`config.mk`:
```
export PLATFORM = sky130hd
export DESIGN_NAME = cellular_automaton_smoothing_flat
export DESIGN_NICKNAME = d
export VERILOG_FILES = /design/src/hw/rtl/cas_pkg.sv /design/src/hw/rtl/cas_cell_if.sv /design/src/hw/rtl/cas_result_if.sv /design/src/hw/rtl/cellular_automaton_smoothing.sv /design/src/flat_wrapper.sv
export SDC_FILE = /design/constraint.sdc
export NUM_CORES = 2
export LEC_CHECK = 0
export BUFFER_PORTS_ARGS = -buffer_cell sky130_fd_sc_hd__buf_2
export CAP_MARGIN = 30
export CORE_ASPECT_RATIO = 1.75
export CORE_MARGIN = 3
export CORE_UTILIZATION = 45
export CTS_CLUSTER_DIAMETER = 80
export DETAILED_ROUTE_END_ITERATION = 7
export PLACE_DENSITY = 0.63
export SLEW_MARGIN = 15
export SYNTH_ARGS = -nofsm -noshare
export SYNTH_HDL_FRONTEND = slang
export SYNTH_SLANG_ARGS = --single-unit
```
`constraint.sdc`:
```
create_clock -name clk -period 27.2 [get_ports clk]
set_clock_uncertainty 0.2 [all_clocks]
set_input_delay 2.72 -clock clk [delete_from_list [all_inputs] [get_ports clk]]
set_output_delay 2.72 -clock clk [all_outputs]
set_load 0.02 [all_outputs]
```
`src/hw/rtl/cas_pkg.sv`:
```
package cas_pkg;

	localparam int CFG_IDX_W  = 2;
	localparam int CFG_DATA_W = 11;
	localparam int LIMIT_W    = 4;
	localparam int COORD_W    = 10;
	localparam int DIM_W      = 13;
	localparam int COUNT_W    = 4;

	localparam int MIN_DIM        = 3;
	localparam int DIM_RESET      = 64;
	localparam int BIRTH_RESET    = 4;
	localparam int DEATH_RESET    = 3;

	localparam int FIFO_DEPTH = 4;
	localparam int FIFO_AW    = 2;
	localparam int FIFO_CW    = 3;

	localparam logic [CFG_IDX_W-1:0] REG_GRID_WIDTH  = 2'd0;
	localparam logic [CFG_IDX_W-1:0] REG_GRID_HEIGHT = 2'd1;
	localparam logic [CFG_IDX_W-1:0] REG_BIRTH_LIMIT = 2'd2;
	localparam logic [CFG_IDX_W-1:0] REG_DEATH_LIMIT = 2'd3;

	typedef struct packed {
		logic               out_is_wall;
		logic [COORD_W-1:0] cell_column;
		logic [COORD_W-1:0] cell_row;
		logic               frame_end;
	} result_t;

endpackage

```
`src/hw/rtl/cas_cell_if.sv`:
```
interface cas_cell_if;
	logic valid;
	logic ready;
	logic in_is_wall;
	logic frame_start;

	modport source (output valid, output in_is_wall, output frame_start, input ready);
	modport sink   (input valid, input in_is_wall, input frame_start, output ready);
endinterface

```
`src/hw/rtl/cas_result_if.sv`:
```
interface cas_result_if;
	logic                        valid;
	logic                        ready;
	logic                        out_is_wall;
	logic [cas_pkg::COORD_W-1:0] cell_column;
	logic [cas_pkg::COORD_W-1:0] cell_row;
	logic                        frame_end;

	modport source (
		output valid, output out_is_wall, output cell_column, output cell_row,
		output frame_end, input ready
	);
	modport sink (
		input valid, input out_is_wall, input cell_column, input cell_row,
		input frame_end, output ready
	);
endinterface

```
`src/hw/rtl/cellular_automaton_smoothing.sv`:
```
// One smoothing pass of a wall/floor grid streamed in raster order.
// feed: one cell per beat (in_is_wall, frame_start marks row 0 column 0).
// result: one smoothed cell per beat with its column, row and frame_end.
// cfg_we/cfg_index/cfg_wdata write grid_width, grid_height, birth_limit,
// death_limit; write only while no cell is in flight.
// While row r+1 arrives, cell (r+1,c) yields result (r,c-1); the last cell
// of a row also yields (r,width-1), so that cell takes two result beats.
// A cell is registered in stage s1, from which its results go into the queue.
// Throughput: one cell per cycle with no gap; the second result at a row end
// is drained while column 0 of the next row, which yields none, goes in.
// The two line buffers share one 2-bit-wide RAM of MAX_WIDTH entries with a
// registered read; they are not cleared, row 0 of each frame fills them.
// Reset empties the pipeline and the 4-entry result queue, restores the
// register defaults and sets the position to row 0 column 0.
// When the receiver stalls, results collect in the queue; feed.ready drops
// once fewer than two queue entries are free.
module cellular_automaton_smoothing #(
	parameter int MAX_WIDTH  = 1024,
	parameter int MAX_HEIGHT = 1024
) (
	input  logic                            clk,
	input  logic                            arst_n,
	input  logic                            cfg_we,
	input  logic [cas_pkg::CFG_IDX_W-1:0]   cfg_index,
	input  logic [cas_pkg::CFG_DATA_W-1:0]  cfg_wdata,
	cas_cell_if.sink                        feed,
	cas_result_if.source                    result
);

	localparam int CW = $clog2(MAX_WIDTH);
	localparam int RW = $clog2(MAX_HEIGHT);
	localparam int DW = cas_pkg::DIM_W;
	localparam int W_RESET = (cas_pkg::DIM_RESET > MAX_WIDTH) ? MAX_WIDTH : cas_pkg::DIM_RESET;
	localparam int H_RESET = (cas_pkg::DIM_RESET > MAX_HEIGHT) ? MAX_HEIGHT : cas_pkg::DIM_RESET;

	logic [DW-1:0]                    w_q, h_q;
	logic [cas_pkg::LIMIT_W-1:0]      birth_q, death_q;
	logic [DW-1:0]                    wdata_ext;
	logic [DW-1:0]                    w_clamp, h_clamp;

	logic [CW-1:0]                    col_q;
	logic [RW-1:0]                    row_q;
	logic [CW-1:0]                    col_eff;
	logic [RW-1:0]                    row_eff;
	logic [CW-1:0]                    col_next;
	logic [RW-1:0]                    row_next;
	logic                             pos_ok;

	logic [1:0]                       line_mem [MAX_WIDTH];

	logic                             valid_s1;
	logic                             lo_s1;
	logic [CW-1:0]                    col_s1;
	logic [RW-1:0]                    row_s1;
	logic [1:0]                       rd_s1;

	logic [5:0]                       window_q;
	logic                             accept;
	logic                             fire;
	logic                             up, mid, centre;
	logic [cas_pkg::COUNT_W-1:0]      cnt;
	logic                             emit_a, emit_b;
	logic [1:0]                       n_push;
	cas_pkg::result_t                 res_a, res_b;
	logic [CW-1:0]                    col_m1;
	logic [RW-1:0]                    row_m1;

	cas_pkg::result_t                 fifo_q [cas_pkg::FIFO_DEPTH];
	logic [cas_pkg::FIFO_AW-1:0]      head_q, tail_q;
	logic [cas_pkg::FIFO_CW-1:0]      count_q;
	logic                             pop;

	// configuration, dimensions kept clamped
	always_comb begin
		wdata_ext = DW'(cfg_wdata);
		if (wdata_ext < DW'(cas_pkg::MIN_DIM)) begin
			w_clamp = DW'(cas_pkg::MIN_DIM);
		end else if (wdata_ext > DW'(MAX_WIDTH)) begin
			w_clamp = DW'(MAX_WIDTH);
		end else begin
			w_clamp = wdata_ext;
		end
		if (wdata_ext < DW'(cas_pkg::MIN_DIM)) begin
			h_clamp = DW'(cas_pkg::MIN_DIM);
		end else if (wdata_ext > DW'(MAX_HEIGHT)) begin
			h_clamp = DW'(MAX_HEIGHT);
		end else begin
			h_clamp = wdata_ext;
		end
	end

	always_ff @(posedge clk or negedge arst_n) begin
		if (!arst_n) begin
			w_q     <= DW'(W_RESET);
			h_q     <= DW'(H_RESET);
			birth_q <= cas_pkg::LIMIT_W'(cas_pkg::BIRTH_RESET);
			death_q <= cas_pkg::LIMIT_W'(cas_pkg::DEATH_RESET);
		end else if (cfg_we) begin
			unique case (cfg_index)
				cas_pkg::REG_GRID_WIDTH:  w_q     <= w_clamp;
				cas_pkg::REG_GRID_HEIGHT: h_q     <= h_clamp;
				cas_pkg::REG_BIRTH_LIMIT: birth_q <= cfg_wdata[cas_pkg::LIMIT_W-1:0];
				cas_pkg::REG_DEATH_LIMIT: death_q <= cfg_wdata[cas_pkg::LIMIT_W-1:0];
				default: ;
			endcase
		end
	end

	// handshake
	assign fire        = valid_s1 && (count_q <= cas_pkg::FIFO_CW'(cas_pkg::FIFO_DEPTH - 2));
	assign feed.ready  = !valid_s1 || fire;
	assign accept      = feed.valid && feed.ready;

	// raster position
	always_comb begin
		pos_ok  = !feed.frame_start && (DW'(col_q) < w_q) && (DW'(row_q) < h_q);
		col_eff = pos_ok ? col_q : '0;
		row_eff = pos_ok ? row_q : '0;
		if (DW'(col_eff) + DW'(1) >= w_q) begin
			col_next = '0;
			row_next = (DW'(row_eff) + DW'(1) >= h_q) ? '0 : row_eff + RW'(1);
		end else begin
			col_next = col_eff + CW'(1);
			row_next = row_eff;
		end
	end

	always_ff @(posedge clk or negedge arst_n) begin
		if (!arst_n) begin
			col_q <= '0;
			row_q <= '0;
		end else if (accept) begin
			col_q <= col_next;
			row_q <= row_next;
		end
	end

	// line buffer ram: bit 0 upper line, bit 1 middle line
	always_ff @(posedge clk) begin
		if (fire) begin
			line_mem[col_s1] <= {lo_s1, rd_s1[1]};
		end
	end

	always_ff @(posedge clk) begin
		if (accept) begin
			lo_s1  <= feed.in_is_wall;
			col_s1 <= col_eff;
			row_s1 <= row_eff;
			if (fire && (col_s1 == col_eff)) begin
				rd_s1 <= {lo_s1, rd_s1[1]};
			end else begin
				rd_s1 <= line_mem[col_eff];
			end
		end
	end

	always_ff @(posedge clk or negedge arst_n) begin
		if (!arst_n) begin
			valid_s1 <= 1'b0;
		end else if (feed.ready) begin
			valid_s1 <= feed.valid;
		end
	end

	// 3x3 window and smoothing rule
	always_comb begin
		up     = rd_s1[0];
		mid    = rd_s1[1];
		centre = window_q[4];
		cnt    = cas_pkg::COUNT_W'(window_q[0]) + cas_pkg::COUNT_W'(window_q[1])
		       + cas_pkg::COUNT_W'(window_q[2]) + cas_pkg::COUNT_W'(window_q[3])
		       + cas_pkg::COUNT_W'(window_q[5]) + cas_pkg::COUNT_W'(up)
		       + cas_pkg::COUNT_W'(mid) + cas_pkg::COUNT_W'(lo_s1);
		col_m1 = col_s1 - CW'(1);
		row_m1 = row_s1 - RW'(1);
		emit_a = (row_s1 != '0) && (col_s1 != '0);
		emit_b = emit_a && (DW'(col_s1) == w_q - DW'(1));

		res_a.cell_column = cas_pkg::COORD_W'(col_m1);
		res_a.cell_row    = cas_pkg::COORD_W'(row_m1);
		res_a.frame_end   = 1'b0;
		if ((row_s1 == RW'(1)) || (col_s1 == CW'(1))) begin
			res_a.out_is_wall = 1'b1;
		end else if (centre) begin
			res_a.out_is_wall = !(cnt < death_q);
		end else begin
			res_a.out_is_wall = (cnt > birth_q);
		end

		res_b.out_is_wall = 1'b1;
		res_b.cell_column = cas_pkg::COORD_W'(col_s1);
		res_b.cell_row    = cas_pkg::COORD_W'(row_m1);
		res_b.frame_end   = (DW'(row_s1) == h_q - DW'(1));

		n_push = fire ? (2'(emit_a) + 2'(emit_b)) : 2'd0;
	end

	always_ff @(posedge clk or negedge arst_n) begin
		if (!arst_n) begin
			window_q <= '0;
		end else if (fire) begin
			window_q <= {lo_s1, mid, up, window_q[5:3]};
		end
	end

	// result queue
	assign pop = result.valid && result.ready;

	always_ff @(posedge clk) begin
		if (fire && emit_a) begin
			fifo_q[tail_q] <= res_a;
		end
		if (fire && emit_b) begin
			fifo_q[tail_q + cas_pkg::FIFO_AW'(1)] <= res_b;
		end
	end

	always_ff @(posedge clk or negedge arst_n) begin
		if (!arst_n) begin
			head_q  <= '0;
			tail_q  <= '0;
			count_q <= '0;
		end else begin
			tail_q  <= tail_q + cas_pkg::FIFO_AW'(n_push);
			if (pop) begin
				head_q <= head_q + cas_pkg::FIFO_AW'(1);
			end
			count_q <= count_q + cas_pkg::FIFO_CW'(n_push) - cas_pkg::FIFO_CW'(pop);
		end
	end

	assign result.valid       = (count_q != '0);
	assign result.out_is_wall = fifo_q[head_q].out_is_wall;
	assign result.cell_column = fifo_q[head_q].cell_column;
	assign result.cell_row    = fifo_q[head_q].cell_row;
	assign result.frame_end   = fifo_q[head_q].frame_end;

endmodule

```
`src/flat_wrapper.sv`:
```
// flat-port wrapper written by rule: the top's interface ports become plain ports
module cellular_automaton_smoothing_flat 
#(
	parameter int MAX_WIDTH  = 1024,
	parameter int MAX_HEIGHT = 1024
)
  (clk, arst_n, cfg_we, cfg_index, cfg_wdata, feed_valid, feed_in_is_wall, feed_frame_start, feed_ready, result_valid, result_out_is_wall, result_cell_column, result_cell_row, result_frame_end, result_ready);
  cas_cell_if feed_i ();
  cas_result_if result_i ();
  input  logic clk;
  input  logic arst_n;
  input  logic cfg_we;
  input  logic [cas_pkg::CFG_IDX_W-1:0] cfg_index;
  input  logic [cas_pkg::CFG_DATA_W-1:0] cfg_wdata;
  input wire logic [$bits(feed_i.valid)-1:0] feed_valid;
  input wire logic [$bits(feed_i.in_is_wall)-1:0] feed_in_is_wall;
  input wire logic [$bits(feed_i.frame_start)-1:0] feed_frame_start;
  output wire logic [$bits(feed_i.ready)-1:0] feed_ready;
  output wire logic [$bits(result_i.valid)-1:0] result_valid;
  output wire logic [$bits(result_i.out_is_wall)-1:0] result_out_is_wall;
  output wire logic [$bits(result_i.cell_column)-1:0] result_cell_column;
  output wire logic [$bits(result_i.cell_row)-1:0] result_cell_row;
  output wire logic [$bits(result_i.frame_end)-1:0] result_frame_end;
  input wire logic [$bits(result_i.ready)-1:0] result_ready;
  assign feed_i.valid = feed_valid;
  assign feed_i.in_is_wall = feed_in_is_wall;
  assign feed_i.frame_start = feed_frame_start;
  assign feed_ready = feed_i.ready;
  assign result_valid = result_i.valid;
  assign result_out_is_wall = result_i.out_is_wall;
  assign result_cell_column = result_i.cell_column;
  assign result_cell_row = result_i.cell_row;
  assign result_frame_end = result_i.frame_end;
  assign result_i.ready = result_ready;
  cellular_automaton_smoothing #(.MAX_WIDTH(MAX_WIDTH), .MAX_HEIGHT(MAX_HEIGHT)) u_core (.clk(clk), .arst_n(arst_n), .cfg_we(cfg_we), .cfg_index(cfg_index), .cfg_wdata(cfg_wdata), .feed(feed_i), .result(result_i));
endmodule
```
==> results_dict.tcl <==
set metrics [dict create \
    die_h_um 613.1 \
    cts_tree "yes" \
    drive_gt1_share_pct 11.97 \
    fp-row-count 222 \
    yosysWarnings 0 \
    yosysSeqAreaShare_pct 70.06 \
    utilization_pct 50.01 \
    clock_sinks 2223 \
    min_period_ns 8.581 \
    dr_wl_met3_um 36800 \
    drt_wl_total_um 341500 \
    synth_edf_count 2155 \
    post_synth.cell_area_avg_sq_um 13.75 \
    yosysTopAreaCellShare_pct 68.28 \
    min_to "u_core.fifo_q[1][21]$_SDFFE_PP1P_" \
    cts_root_buffer "clkbuf_16" \
    cp_slowest_stage_delay_ns 0.84 \
    required_ns 27.58 \
    postCtsHoldBufs 0 \
    cts.clk_slew.worst_paths_ns 0.07 \
    netlist_instances 6894 \
    final_area_sq_um 104600 \
    io_pins 44 \
    dp_cells 9391 \
    power.share.switching_pct 33.54 \
    die_x_um 352.9 \
    synth_area_sq_um 94770 \
    grt.total_usage_pct 30.88 \
    pwr-share-comb_pct 27.5 \
    pwr-share-clk_pct 28.7 \
    wl_met2_um 161400 \
    critPathLaunchType "primary input" \
    cts_buffers 193 \
    cts_resized 0 \
    final_common_cell "edfxtp_1" \
    power_density_nw_per_um2 90.03 \
    p_int_mw 6.259 \
    path_max_fanout 32 \
    p_seq_share_pct 43.8 \
    grt_overflow 0 \
    endpoint_kind "register" \
    async_flop_share_pct 2.879 \
    cap_viol_max_count 0 \
    layout_common_cells "edfxtp_1 (2155), nor2_1 (1265), mux2i_1 (405)" \
    grt_pass1_vias 63610 \
    reg2reg_slack_ns 19.22 \
    cpMaxStageDelayCell "a311oi_1" \
    area_growth_syn_to_layout_pct 10.38 \
    relSlewSlack_pct 10.36 \
    via_count 64420 \
    ir_drop_uv 70.84 \
    hp-class "register to register" \
    slew_violations 0 \
    finalSetupViolations 0 \
    grt_pass1_wl_um 473400 \
    grt_setup_unrepaired "false" \
    dr.pass1.iters 6 \
    coreArea_sq_um 209200 \
    dp_hpwl_um 205400 \
    post-route-period-util_pct 31.55 \
    yosys.area.top_type "edfxtp_1" \
    critPathKind "primary input to register" \
    leakage_nw 33.19 \
    vias_per_cell 6.608 \
    status "complete, no violations" \
    gp_congestion 0.9459 \
    crit_top_cell "buf_4" \
    tightest_slew_ns 1.345 \
    synth_fp_nets 6983 \
    synth-seq-cells 2223 \
    hold_depth 2 \
    antenna_found_initial 22 \
    clockBufferDepth 4 \
    fmax_mhz 116.5 \
    initial_utilization_pct 45.31 \
    synth_area_leaders "edfxtp_1 (68%), nor2_1 (5.1%), mux2i_1 (4.3%)" \
    crit_chain "buf_2 -> a221o_1 -> nor4_4 -> o221a_4 -> buf_4 -> nand2_2 -> buf_4 -> inv_2 -> buf_4 -> nand2_2 -> buf_4 -> nor2_1 -> o21ai_0 -> nand4_1 -> nand3_1 -> a311oi_1 -> o22ai_1" \
    top_layer "met5" \
    cp.arrival_ns 8.96 \
    die_area_sq_um 216400 \
    ant_nets 0 \
    switchingPower_mw 3.159 \
    synthDistinctLibCells 90 \
    cts.htree.levels 4 \
    grt_max_degree 248 \
    fin_nets 6884 \
    r2r_cells 18 \
    route.detailed.drc 0 \
    dpl-instance-area_sq_um 98480 \
    m1WireLength_um 106800 \
    r2r-start "u_core.col_q[2]$_DFFE_PN0P_" \
    worstHoldStart "u_core.fifo_q[1][21]$_SDFFE_PP1P_" \
    finalSetupTns_ns 0 \
    post-cts-setup-buffer-count 0 \
    fin_cells 9750 \
    dr.first_iter.drc_count 10590 \
    wl_per_cell_um 35.03 \
    r2r-end "u_core.rd_s1[1]$_DFFE_PP_" \
    clk_latency_ns 0.87 \
    hold_viol 0 \
    port-buffer-count 43 \
    synthFlopType "edfxtp_1" \
]
synthesized netlist by cell type (73+ instances only):
cell type and number:
a21oi_1 258, buf_1 114, buf_2 111, clkbuf_1 321, edfxtp_1 2155, inv_1 73
mux2_2 96, mux2i_1 405, mux4_2 104, nand2_1 356, nor2_1 1279, nor3_1 82
o21ai_0 276, o221ai_1 91, o22ai_1 205
through the flow:
step           hold slack [ns]  worst slack [ns]  total power, mW
6_report                0.2685             18.62            9.418
5_1_grt                 0.2906             18.28            9.632
4_1_cts                 0.2675             18.78            9.346
3_5_place_dp            0.2517             17.92            6.701
3_3_place_gp            0.2431             17.89            6.657
2_1_floorplan           0.2273             10.22            5.901
cell type report:
| type | count | area, sq um |
|---|---|---|
| Tap cell | 2800 | 3503 |
| Fill cell | 17730 | 104600 |
| Antenna cell | 10 | 25.02 |
| Inverter | 83 | 315.3 |
| Clock inverter | 108 | 928.4 |
| Timing Repair Buffer | 264 | 2369 |
| Clock buffer | 232 | 5007 |
| Multi-Input combinational cell | 4030 | 26040 |
| Sequential cell | 2223 | 66410 |
kinds of logic (layout without fill, tap and decap cells):
group / Yosys count / after routing / synth area share [%]
adders and majority gates: 69 / 69 / 0.9506
and+or+nand+nor: 1997 / 1997 / 8.776
DFF: 2223 / 2223 / 70.06
buffers and inverters: 641 / 687 / 2.757
xor gates and xnor gates: 68 / 68 / 0.6284
muxes: 605 / 605 / 7.890
AOI/OAI and AO/OA: 1291 / 1291 / 8.934
other: 0 / 10 / 0
metal layers:
layer  track usage, %  vias up
met1            34.39    32240
met2            50.36     4797
met4            27.01       14
li1                 -    25920
met5                0        -
met3            6.490     1452
worst max-delay path: cells and delay by family:
kind	cells	cell delay, ns
buffers and inverters	6	2.28
AND/OR/NAND/NOR	6	1.78
AO/OA/AOI/OAI	5	2.03
power groups by stage:
stage | sequential, mW | combinational [mW] | clock, mW
floorplan | 4.50 | 1.40 | 0
global placement | 4.20 | 2.46 | 0
detailed placement | 4.20 | 2.51 | 0
CTS | 4.12 | 2.51 | 2.71
global route | 4.12 | 2.67 | 2.84
finish | 4.12 | 2.59 | 2.70
registers in the layout, summed over array words and instances, names as in the netlist:
name,cells
u_core.line_mem,2048
u_core.fifo_q,88
u_core.h_q,11
u_core.w_q,11
u_core.col_q,10
u_core.col_s1,10
u_core.row_q,10
u_core.row_s1,10
u_core.window_q,6
u_core.birth_q,4
u_core.death_q,4
u_core.count_q,3
u_core.head_q,2
u_core.rd_s1,2
u_core.tail_q,2
u_core.lo_s1,1
u_core.valid_s1,1
how the worst max path moves through the flow:
stage	from	depth (start not counted)	slack [ns]	endpoint
2_1_floorplan	u_core.rd_s1[1]$_DFFE_PP_	16	10.22	u_core.fifo_q[2][21]$_SDFFE_PP1P_
3_3_place_gp	feed_frame_start	22	17.89	u_core.row_q[4]$_DFFE_PN0P_
3_5_place_dp	feed_frame_start	20	17.92	u_core.row_q[5]$_DFFE_PN0P_
4_1_cts	feed_frame_start	20	18.78	u_core.row_q[6]$_DFFE_PN0P_
5_1_grt	feed_frame_start	22	18.28	u_core.row_q[6]$_DFFE_PN0P_
6_report	feed_frame_start	17	18.62	u_core.rd_s1[1]$_DFFE_PP_
No activity file was read; power rests on OpenSTA's default activity.
